$ cat src/rtl/assert_macros.svh
// ----------------------------------------------------------------------------
// assert_macros.svh
// Assertion macros shared by the access-rights cache modules.
// ----------------------------------------------------------------------------
`ifndef ASSERT_MACROS_SVH
`define ASSERT_MACROS_SVH
`ifndef SYNTHESIS
// Antecedent implies consequent in the same cycle
`define AST_SAME(label, clk, rst_n, ante, cons) \
    label: assert property (@(posedge clk) disable iff (!rst_n) (ante) |-> (cons)) \
        else $error("assertion failed");
// Antecedent implies consequent in the next cycle
`define AST_NEXT(label, clk, rst_n, ante, cons) \
    label: assert property (@(posedge clk) disable iff (!rst_n) (ante) |=> (cons)) \
        else $error("assertion failed");
`else
`define AST_SAME(label, clk, rst_n, ante, cons)
`define AST_NEXT(label, clk, rst_n, ante, cons)
`endif
`endif

$ cat src/rtl/lac_pkg.sv
// ----------------------------------------------------------------------------
// lac_pkg
// Shared constants, opcodes and structs of the access-rights cache.
// ----------------------------------------------------------------------------
package lac_pkg;

    localparam int ENTRIES   = 64;
    localparam int IDX_W     = $clog2(ENTRIES);
    localparam int USER_BITS = 16;

    // Request kinds on i_req_type
    localparam logic [1:0] REQ_LOOKUP = 2'd0;
    localparam logic [1:0] REQ_ADD    = 2'd1;
    localparam logic [1:0] REQ_INVAL  = 2'd2;
    localparam logic [1:0] REQ_FREE   = 2'd3;

    // Update broadcast to every cell
    typedef enum logic [2:0] {
        OP_NONE,
        OP_HIT,
        OP_EXPIRE,
        OP_ADD_HIT,
        OP_ADD_MISS,
        OP_INVAL,
        OP_FREE
    } t_op;

    typedef struct packed {
        logic                 valid;
        t_op                  op;
        logic [IDX_W-1:0]     sel_rank;
        logic [31:0]          object_id;
        logic [USER_BITS-1:0] user_id;
        logic [31:0]          rights;
        logic [31:0]          lifetime;
    } t_cmd;

    // Cell status; rank, rights and lifetime are masked by the cell's match flag so they can be OR-reduced
    typedef struct packed {
        logic             match;
        logic             victim;
        logic [IDX_W-1:0] rank;
        logic [31:0]      rights;
        logic [31:0]      lifetime;
    } t_stat;

endpackage

$ cat src/rtl/lac_cell.sv
// ----------------------------------------------------------------------------
// lac_cell
// One cache entry: tag, rights, lifetime and recency rank, with its compare
// stage and the rank update shared by all cells.
// ----------------------------------------------------------------------------
`include "assert_macros.svh"

module lac_cell import lac_pkg::*; (
    input  logic                 i_clk,
    input  logic                 i_rst_n,
    input  logic [IDX_W-1:0]     i_index,
    input  logic                 i_cmp,
    input  logic [31:0]          i_object_id,
    input  logic [USER_BITS-1:0] i_user_id,
    input  t_cmd                 i_cmd,
    output t_stat                o_stat
);

    logic                 r_in_use;
    logic [31:0]          r_object;
    logic [USER_BITS-1:0] r_user;
    logic [31:0]          r_rights;
    logic [31:0]          r_life;
    logic [IDX_W-1:0]     r_rank;
    logic                 r_match;
    logic                 r_obj_eq;
    logic                 r_victim;

    logic                 n_in_use;
    logic [31:0]          n_rights;
    logic [31:0]          n_life;
    logic [IDX_W-1:0]     n_rank;
    logic                 w_sel;
    logic                 w_mru;
    logic                 w_load;

    // Pick this cell's role in the broadcast update
    always_comb begin
        w_mru  = (i_cmd.op == OP_HIT) || (i_cmd.op == OP_ADD_HIT) ||
                 (i_cmd.op == OP_ADD_MISS);
        w_sel  = (i_cmd.op == OP_ADD_MISS) ? r_victim : r_match;
        w_load = 1'b0;
        n_in_use = r_in_use;
        n_rights = r_rights;
        n_life   = r_life;
        n_rank   = r_rank;
        if (i_cmd.valid) begin
            // Move within the recency order
            if (w_mru) begin
                if (w_sel) begin
                    n_rank = IDX_W'(ENTRIES - 1);
                end else if (r_rank > i_cmd.sel_rank) begin
                    n_rank = r_rank - 1'b1;
                end
            end else if (i_cmd.op == OP_EXPIRE) begin
                if (w_sel) begin
                    n_rank = '0;
                end else if (r_rank < i_cmd.sel_rank) begin
                    n_rank = r_rank + 1'b1;
                end
            end
            // Entry contents
            case (i_cmd.op)
                OP_EXPIRE: begin
                    if (w_sel) begin
                        n_in_use = 1'b0;
                        n_rights = '0;
                        n_life   = '0;
                    end
                end
                OP_ADD_HIT: begin
                    if (w_sel) begin
                        n_rights = i_cmd.rights;
                        n_life   = i_cmd.lifetime;
                    end
                end
                OP_ADD_MISS: begin
                    if (w_sel) begin
                        n_in_use = 1'b1;
                        n_rights = i_cmd.rights;
                        n_life   = i_cmd.lifetime;
                        w_load   = 1'b1;
                    end
                end
                OP_INVAL: begin
                    if (w_sel) begin
                        n_in_use = 1'b0;
                    end
                end
                OP_FREE: begin
                    if (r_obj_eq) begin
                        n_in_use = 1'b0;
                    end
                end
                default: begin
                end
            endcase
        end
    end

    // Hold control state, rank and contents
    always_ff @(posedge i_clk) begin
        if (!i_rst_n) begin
            r_in_use <= 1'b0;
            r_rights <= '0;
            r_life   <= '0;
            r_rank   <= i_index;
            r_match  <= 1'b0;
            r_obj_eq <= 1'b0;
            r_victim <= 1'b0;
        end else begin
            r_in_use <= n_in_use;
            r_rights <= n_rights;
            r_life   <= n_life;
            r_rank   <= n_rank;
            if (i_cmp) begin
                r_obj_eq <= r_in_use && (r_object == i_object_id);
                r_match  <= r_in_use && (r_object == i_object_id) && (r_user == i_user_id);
                r_victim <= (r_rank == '0);
            end
        end
    end

    // Load the tag on reclaim
    always_ff @(posedge i_clk) begin
        if (w_load) begin
            r_object <= i_cmd.object_id;
            r_user   <= i_cmd.user_id;
        end
    end

    // Report masked by match so the top can OR all cells together
    always_comb begin
        o_stat.match    = r_match;
        o_stat.victim   = r_victim;
        o_stat.rank     = r_match ? r_rank   : '0;
        o_stat.rights   = r_match ? r_rights : '0;
        o_stat.lifetime = r_match ? r_life   : '0;
    end

    `AST_SAME(a_match_in_use, i_clk, i_rst_n, r_match && i_cmd.valid, r_in_use)
    `AST_SAME(a_match_obj, i_clk, i_rst_n, r_match, r_obj_eq)
    `AST_NEXT(a_load_in_use, i_clk, i_rst_n, w_load, r_in_use)

endmodule

$ cat config.mk
export PLATFORM = sky130hd
export DESIGN_NAME = lac_cell
export DESIGN_NICKNAME = d
export VERILOG_FILES = /design/src/rtl/lac_pkg.sv /design/src/rtl/lac_cell.sv
export VERILOG_INCLUDE_DIRS = /design/src /design/src/rtl
export SDC_FILE = /design/constraint.sdc
export NUM_CORES = 1
export LEC_CHECK = 0
export ABC_CLOCK_PERIOD_IN_PS = 8100
export BUFFER_PORTS_ARGS = -buffer_cell sky130_fd_sc_hd__buf_2
export CORE_AREA = 2 2 113 115
export CTS_CLUSTER_SIZE = 12
export DETAILED_ROUTE_END_ITERATION = 8
export DIE_AREA = 0 0 115 117
export PLACE_DENSITY = 0.85
export SYNTH_ARGS = -nofsm -noshare
export SYNTH_HDL_FRONTEND = slang
export SYNTH_SLANG_ARGS = --single-unit
$ cat constraint.sdc
create_clock -name i_clk -period 8.1 [get_ports i_clk]
set_input_delay 1.62 -clock i_clk [delete_from_list [all_inputs] [get_ports i_clk]]
set_output_delay 1.62 -clock i_clk [all_outputs]
set_load 0.05 [all_outputs]
==> results of run 1 <==
[where the power goes]
part           internal, µW  total (µW)  switching (µW)
registers               649         660            10.8
clock network           415         681             266
logic                  67.9         123            54.7
[cells by family after synthesis]
group / after synthesis / synth area share
compound gates: 97 / 0.155
xor+xnor: 51 / 0.0702
fa+ha+maj: 9 / 0.0177
buf+inv: 47 / 0.0645
flops: 122 / 0.469
mux: 7 / 0.0138
simple gates: 193 / 0.210
[synth_stat cells (3+ instances only)]
master,count,area [µm²]
inv_1,11,41.3
buf_12,13,260
clkbuf_1,19,71.3
nor3_1,4,20.0
a22oi_2,60,751
o22ai_1,3,18.8
nor2b_1,7,43.8
dfxtp_1,68,1360
edfxtp_1,54,1620
nand4_1,5,31.3
nor2_1,8,30.0
a22oi_1,5,37.5
ha_1,9,113
xor2_1,44,385
nand2_1,10,37.5
mux2_2,4,45.0
nor4_1,11,68.8
a21oi_1,10,50.1
o21ai_0,6,30.0
nor2b_2,60,526
and2_1,70,438
nand3_1,4,20.0
xnor2_1,7,61.3
[final cells by class]
type	count	share of cell area
Clock buffer	18	0.0536
Clock inverter	14	0.0133
Inverter	11	0.00516
Multi-Input combinational cell	357	0.372
Sequential cell	122	0.373
Tap cell	150	0.0235
Timing Repair Buffer	253	0.159
[routing by layer]
layer  vias to the layer above  wire length, µm
met4                         0              481
met1                      2264             5780
li1                       2329                -
met2                       210             7380
met3                        37             1070
met5                         -                0
[state kept, by name, summed over array words and instances (netlist names)]
signal,flops
r_victim,1
r_life,32
r_obj_eq,1
r_user,16
r_object,32
r_rights,32
r_rank,6
r_match,1
r_in_use,1
[critical path, cell delays in order, from the launching register on]
cell	delay (ns)
dfxtp_2	1.07
and2_1	0.25
buf_2	0.28
[path summary, 6_finish.rpt]
check / to / from / cells after the start / slack (ns)
worst min register to register: r_obj_eq / r_obj_eq / 2 / 0.47
worst max-delay path: o_stat[0] / r_match / 2 / 4.41
worst min-delay path: r_obj_eq / r_obj_eq / 2 / 0.47
worst max register to register: r_rights[8] / r_match / 5 / 5.14
[cell usage in the layout, fill, tap and decap left out, types with 2 or more instances in the layout]
cell type and instances:
buf_2 250, and2_1 70, dfxtp_1 67, a22oi_2 60, nor2b_2 60, edfxtp_1 54, xor2_1 44, clkbuf_16 17
inv_1 11, nor4_1 11, nand2_1 10, a21oi_1 10, ha_1 9, nor2_1 8, xnor2_1 7, nor2b_1 7
o21ai_0 6, a22oi_1 5, nand4_1 5, clkinv_1 5, nand3_1 4, mux2_2 4, nor3_1 4, clkinvlp_4 4
o22ai_1 3, buf_4 3, or3b_4 2, nor3b_1 2, nand2b_1 2, a221oi_1 2, o21a_1 2, mux2i_1 2
a21boi_0 2, clkinv_2 2
[metrics by stage]
stage | setup WS (ns) | utilization | cells | area, µm²
2_1_floorplan | 4.40 | - | 526 | 6360
3_3_place_gp | 4.19 | 0.606 | 893 | 7470
3_5_place_dp | 4.06 | 0.606 | 893 | 7470
4_1_cts | 4.40 | 0.650 | 925 | 8000
5_1_grt | 4.27 | 0.650 | 925 | 8000
6_report | 4.41 | 0.650 | 925 | 8000
==> summary.txt, run 1 <==
Status
  • Run status: complete, no violations

Clock tree
  • Num CTS Buffers: 17
  • Post-CTS sizing: 0
  • Root buf cell: clkbuf_16
  • # clock sinks: 122
  • Reg clk slew, reported paths: 0.05 ns
  • H-Tree Depth: 4
  • CTS Hold Bufs: 0
  • CTS tree: yes
  • Clock latency on the worst-skew pair: 0.41 ns
  • Post-CTS Setup Bufs: 0
  • CTS Buffer Depth: 2

Worst setup path
  • Arrival @ worst endpoint: 2.07 ns
  • CP Capture Type: output port
  • Critical Path Start Type: register
  • Required @ worst endpoint: 6.48 ns
  • CP Max Fanout: 78
  • Crit Path Class: register to output port

Synthesis
  • Mapped Area: 0.00636 mm²
  • Post-synthesis net count: 714
  • Seq/Total Area, Yosys: 0.469
  • Ys Warns: 0
  • Distinct cells, synth: 46
  • Ys flop type: dfxtp_1
  • Cells after synthesis: 526
  • Register bit count reported by yosys: 122
  • Mean Syn Cell Area: 12.1 µm²
  • Post-synth ARST share: 0
  • EDFF count, synth: 54

Drt
  • WL per Instance: 15.9 µm
  • Drt via density: 5.23
  • ANT nets after route: 0
  • Total routed wirelength: 14.7 mm
  • DR vias: 4840
  • DR iter-0 viols: 275
  • DRC Markers: 0
  • DRT Pass-1 Iters: 4

Placement
  • Post-DP HPWL: 10.5 mm
  • GP Congestion: 0.855
  • Port Buffer Count: 250

Global route
  • Met3 usage: 0.0711
  • Vias in the first global route: 4875
  • Most used routing layer in global routing: met2
  • Initial antenna violation count: 0
  • GRT overflow: 0
  • Largest net degree at the start of global routing: 80
  • Met2 Usage GRT: 0.369
  • First-pass GRT wire length: 22.5 mm
  • GR Layer Usage met1: 0.241
  • Overall Global Routing Usage: 0.215

STA
  • RSZ-0062 raised after global routing: false
  • Final setup viols: 0
  • Fin. max-slew vios: 0
  • Fin crit period: 3.69 ns
  • Achievable Freq: 271 MHz
  • Slew margin rel.: 0.222
  • Final hold slack: 0.468 ns
  • Final worst path period share: 0.455
  • Worst Skew: 0.00475 ns
  • Endpoints failing hold: 0
  • Tightest Pin Transition: 1.17 ns
  • Setup TNS Final: 0 ns

Finish
  • Share of post-route cells with drive strength above 1: 0.529
  • Register area: 0.00298 mm²
  • Area occupied by multi-input gates: 0.00298 mm²
  • Area delta synth->final: 25.7%
  • Nets: 950
  • Antenna cells: 0
  • Filler cell count: 948

Floorplan
  • Standard-cell row count: 41
  • Chip height: 117 µm
  • Core Area: 0.0123 mm²
  • Die area: 0.0135 mm²
  • Initial Utilization: 0.517
  • IO Pins: 251
  • Die Span X: 115 µm

Power
  • Static leakage: 0.00334 µW
  • Worst VDD drop: 161 µV
  • Total Power: 1460 µW
  • PD cells: 183 mW/mm²

Flow run
  • Max cap viols: 0

Worst hold path
  • Worst Hold Class: register to register
Power figures use the tool's default switching activity.
==> inputs of run 2 (changes only) <==
ABC_AREA = 1   (was not set)
ABC_CLOCK_PERIOD_IN_PS = 3400   (was 8100)
CORE_AREA = 2 2 116 118   (was 2 2 113 115)
DIE_AREA = 0 0 118 120   (was 0 0 115 117)
PLACE_DENSITY = 0.79   (was 0.85)
clock period = 3.4 ns   (was 8.1 ns; I/O delays follow)
==> run 2 against run 1 <==
Flip-flop and latch count is the same; critical path type unchanged; total power grew 140%; synthesized area shrank 2.9%; combinational power grew 140%; via count grew 12%; clock-buffer cell count grew 8; clock power grew 150%; final cell count grew 25%; synthesized cell count grew 37%; highest routed layer unchanged.
==> summary.txt, run 2 <==
Power
  • Worst VDD drop: 306 µV
  • PD cells: 438 mW/mm²
  • Static leakage: 0.00429 µW
  • Total Power: 3560 µW

STA
  • Setup TNS Final: 0 ns
  • Achievable Freq: 413 MHz
  • Final setup viols: 0
  • Final worst path period share: 0.712
  • Slew margin rel.: 0.559
  • Fin. max-slew vios: 0
  • Worst Skew: 0.00518 ns
  • Fin crit period: 2.42 ns
  • RSZ-0062 raised after global routing: false
  • Endpoints failing hold: 0
  • Final worst setup slack: 0.980 ns
  • Tightest Pin Transition: 0.661 ns

Status
  • Run status: complete, no violations

Drt
  • DR vias: 5435
  • Total routed wirelength: 15.1 mm
  • DRT Pass-1 Iters: 4
  • DR iter-0 viols: 243
  • Drt via density: 4.69
  • ANT nets after route: 0
  • DRC Markers: 0
  • WL per Instance: 13.1 µm

Clock tree
  • Num CTS Buffers: 17
  • CTS Hold Bufs: 0
  • H-Tree Depth: 4
  • # clock sinks: 122
  • Clock latency on the worst-skew pair: 0.41 ns
  • Post-CTS Setup Bufs: 0
  • CTS Buffer Depth: 2
  • Root buf cell: clkbuf_16
  • Post-CTS sizing: 0
  • CTS tree: yes
  • Reg clk slew, reported paths: 0.05 ns

Worst setup path
  • Critical Path Start Type: register
  • CP Max Fanout: 34
  • Worst Path Buf+Inv: 3
  • CP Cell Sequence: buf_4 -> nand2_1 -> inv_1 -> buf_2
  • Critical Path Source: r_match
  • CP Capture Type: output port
  • Crit Path Class: register to output port
  • Arrival @ worst endpoint: 1.74 ns
  • R2R Path End: r_rank[5]
  • Worst R2R Start: r_rank[3]
  • CP max-delay cell: dfxtp_2
  • CP delay by family, top: buffers and inverters
  • CP Depth: 4
  • Required @ worst endpoint: 2.72 ns
  • Critical Path Max Stage Delay: 0.45 ns
  • Reg-to-reg setup timing slack: 1.24 ns
  • R2R cell count: 9
  • Setup crit end: o_stat[7]

Synthesis
  • Register bit count reported by yosys: 122
  • Post-synthesis net count: 911
  • Synth area leaders: edfxtp_1, dfxtp_1, a22oi_2
  • Distinct cells, synth: 30
  • Mapped Area: 0.00618 mm²
  • Most common cell in the netlist: nand2_1
  • Ys Warns: 0
  • Post-synth ARST share: 0
  • EDFF count, synth: 54
  • Yosys top cell area share: 0.263
  • Area leader, netlist: edfxtp_1
  • Top cells by count, synth: nand2_1, inv_1, nor2_1, dfxtp_1, a22oi_2
  • Ys flop type: dfxtp_1
  • Cells after synthesis: 723
  • Mean Syn Cell Area: 8.54 µm²
  • Seq/Total Area, Yosys: 0.483

Global route
  • Vias in the first global route: 5331
  • Initial antenna violation count: 1
  • Met3 usage: 0.0713
  • Met2 Usage GRT: 0.376
  • Largest net degree at the start of global routing: 53
  • GRT overflow: 0
  • First-pass GRT wire length: 24.0 mm
  • Most used routing layer in global routing: met2
  • Overall Global Routing Usage: 0.214
  • GR Layer Usage met1: 0.236

Placement
  • Pre-CTS WS: 0.695 ns
  • Port Buffer Count: 250
  • GP Congestion: 0.855
  • Post-DP HPWL: 11.2 mm
  • Placed Cells: 1127

Floorplan
  • Die area: 0.0142 mm²
  • Chip height: 120 µm
  • IO Pins: 251
  • Initial Utilization: 0.476
  • Die Span X: 118 µm
  • Core Area: 0.0130 mm²
  • Standard-cell row count: 42

Finish
  • Biggest regs: r_life x32, r_object x32, r_rights x32
  • Nets: 1158
  • Share of post-route cells with drive strength above 1: 0.368
  • Area delta synth->final: 31.8%
  • Area occupied by multi-input gates: 0.00253 mm²
  • Register area: 0.00298 mm²
  • Final core occ: 0.627
  • Final cell count without fillers: 1160
  • Commonest cells after routing, fill and taps aside: buf_2, nand2_1, inv_1, nor2_1, dfxtp_1
  • Most common cell after layout, fill and taps aside: buf_2
  • Filler cell count: 1142

Worst hold path
  • Cell count of the worst hold path: 1
  • Worst Hold Class: input port to register

Flow run
  • Max cap viols: 0
[run 2: cell count changes after synthesis, moves of 6 or more]
cell / delta
and2_1: -70
buf_12: -13
buf_2: +6
inv_1: +119
nand2_1: +158
nand3_1: +10
nor2_1: +103
nor2b_1: -7
nor2b_2: -60
nor4_1: -11
or2_2: +6
xnor2_1: +15
xor2_1: -40
[run 2: how the worst min path moves through the flow]
stage | from | endpoint | slack [ns]
2_1_floorplan | r_obj_eq | r_obj_eq | 0.44
3_3_place_gp | r_obj_eq | r_obj_eq | 0.47
3_5_place_dp | r_obj_eq | r_obj_eq | 0.48
4_1_cts | i_cmd[76] | r_user[12] | 0.43
5_1_grt | i_cmd[76] | r_user[12] | 0.42
6_report | i_cmd[65] | r_user[1] | 0.44
[run 2: final cells by class]
class,instances,share of cell area
antenna,1,0.000307
multi-input combinational,436,0.311
clock buffer,26,0.0615
inverter,134,0.0618
timing repair buffer,259,0.165
clock inverter,6,0.00737
sequential,122,0.366
tap,176,0.0270
[run 2: through the flow]
step | instance area (µm²) | hold slack (ns)
finish | 8140 | 0.445
global route | 8140 | 0.425
CTS | 8140 | 0.427
detailed placement | 7580 | 0.477
global placement | 7580 | 0.474
floorplan | 6180 | 0.444
[run 2: cells by family after synthesis]
group / after synthesis / share of synthesized area
AOI/OAI and AO/OA: 91 / 0.150
DFF: 122 / 0.483
xor gates and xnor gates: 26 / 0.0369
buffers and inverters: 165 / 0.110
adders and majority gates: 9 / 0.0182
and+or+nand+nor: 310 / 0.202
[run 2: per-layer routing]
layer  up-vias  routed length (µm)
met5         -                   0
met4         0                 398
met3        36                1000
met2       165                7620
met1      2454                6120
li1       2780                   -
[run 2: where the power goes]
| part | switching (µW) | internal, µW |
|---|---|---|
| Sequential | 23.9 | 1550 |
| Clock | 614 | 1090 |
| Combinational | 150 | 141 |
| Total | 789 | 2780 |
==> inputs of run 3 (changes only) <==
ABC_CLOCK_PERIOD_IN_PS = 2500   (was 3400)
clock period = 2.5 ns   (was 3.4 ns; I/O delays follow)
==> run 3 against run 2 <==
Worst hold slack worse by 0.18 ns; critical path depth stayed put; highest routed layer is now met5; first-iteration DRC count is 3.7% higher; wire length is 3.0% higher; critical endpoint is now o_stat[3]; clock-buffer cell count is 4 lower.
==> summary.txt, run 3 (synthesized netlist as in run 2, its figures left out) <==
Global route
  • Overall Global Routing Usage: 0.224
  • Largest net degree at the start of global routing: 65
  • Vias in the first global route: 5281
  • Initial antenna violation count: 4
  • First-pass GRT wire length: 24.9 mm
  • GRT overflow: 0

Worst hold path
  • Worst Hold Class: input port to register
  • Cell count of the worst hold path: 1

Drt
  • DRC Markers: 0
  • DRT Pass-1 Iters: 4
  • ANT nets after route: 0
  • DR vias: 5482
  • DR iter-0 viols: 252
  • WL per Instance: 13.4 µm
  • Drt via density: 4.71
  • Total routed wirelength: 15.6 mm

STA
  • RSZ-0062 raised after global routing: false
  • Achievable Freq: 465 MHz
  • Tightest Pin Transition: 0.489 ns
  • Setup TNS Final: 0 ns
  • Fin. max-slew vios: 0
  • Final worst path period share: 0.859
  • Fin crit period: 2.15 ns
  • Worst Skew: 0.00669 ns
  • Final hold slack: 0.263 ns
  • Endpoints failing hold: 0
  • Final setup viols: 0
  • Slew margin rel.: 0.674

Placement
  • Port Buffer Count: 250
  • GP Congestion: 0.823
  • Post-DP HPWL: 11.6 mm

Clock tree
  • CTS tree: yes
  • Post-CTS sizing: 0
  • Post-CTS Setup Bufs: 0
  • # clock sinks: 122
  • CTS Hold Bufs: 0
  • CTS Buffer Depth: 2
  • H-Tree Depth: 4
  • Reg clk slew, reported paths: 0.06 ns
  • Clock latency on the worst-skew pair: 0.41 ns
  • Root buf cell: clkbuf_16
  • Num CTS Buffers: 17

Finish
  • Share of post-route cells with drive strength above 1: 0.375
  • Nets: 1161
  • Commonest cells after routing, fill and taps aside: buf_2, nand2_1, inv_1, nor2_1, dfxtp_1
  • Area delta synth->final: 33.1%
  • Most common cell after layout, fill and taps aside: buf_2
  • Filler cell count: 1116
  • Biggest regs: r_life x32, r_object x32, r_rights x32

Power
  • Static leakage: 0.00433 µW
  • Worst VDD drop: 579 µV
  • PD cells: 597 mW/mm²

Worst setup path
  • CP Max Fanout: 16
  • Crit Path Class: register to output port
  • CP Cell Sequence: buf_4 -> nand2_1 -> inv_1 -> buf_2
  • CP max-delay cell: dfxtp_2
  • Critical Path Max Stage Delay: 0.53 ns
  • Required @ worst endpoint: 2.00 ns
  • Reg-to-reg setup timing slack: 0.48 ns
  • Critical Path Start Type: register
  • Arrival @ worst endpoint: 1.65 ns
  • CP Capture Type: output port
  • R2R cell count: 9

Floorplan
  • Initial Utilization: 0.476
  • Standard-cell row count: 42
  • Core Area: 0.0130 mm²
  • Die area: 0.0142 mm²
  • Chip height: 120 µm
  • IO Pins: 251
  • Die Span X: 118 µm

Flow run
  • Max cap viols: 0

Status
  • Run status: complete, no violations
==> run 3: changes by cell type in the layout (fill, tap and decap cells not counted), sizes merged <==
cell and change:
clkbuf -4, diode +2, inv +1, clkinv +3
buf +3
==> run 3: critical path, delay by kind of cell, from the launching register on <==
| family | cells | cell delay, ns |
|---|---|---|
| buffers and inverters | 3 | 0.64 |
| AND/OR/NAND/NOR | 1 | 0.07 |
| flip-flops | 1 | 0.53 |
==> run 3: path summary, 6_finish.rpt <==
path                  start            to
hold / removal    i_cmd[92]  r_object[12]
setup / recovery    r_match     o_stat[3]
setup reg to reg  r_rank[5]     r_rank[0]
hold reg to reg    r_obj_eq      r_obj_eq
==> run 3: power breakdown <==
group	total, µW	internal [µW]	switching (µW)
Clock	2360	1500	856
Sequential	2120	2110	16.2
Combinational	430	205	225
Total	4910	3810	1100
==> run 3: final cells by class <==
class	count	area [µm²]	share of cell area
Antenna cell	3	7.51	0.000913
Multi-Input combinational cell	436	2530	0.308
Sequential cell	122	2980	0.363
Tap cell	176	220	0.0268
Clock buffer	22	495	0.0603
Timing Repair Buffer	262	1390	0.169
Clock inverter	10	87.6	0.0107
Inverter	134	503	0.0612
==> run 3: per-stage QoR <==
step,std cells,utilization,power (µW),setup slack [ns],cell area [µm²]
6_report,1165,0.633,4910,0.352,8220
5_1_grt,1165,0.633,5100,0.256,8220
4_1_cts,1162,0.633,4950,0.322,8210
3_5_place_dp,1130,0.588,2590,0.390,7630
3_3_place_gp,1130,0.588,2580,0.469,7630
2_1_floorplan,723,-,2370,0.514,6180
==> run 3: metal layers <==
metal  wire length [µm]  track usage
met1               6200        0.252
met4                316       0.0994
met3               1100       0.0746
met5                 13            0
met2               7970        0.387
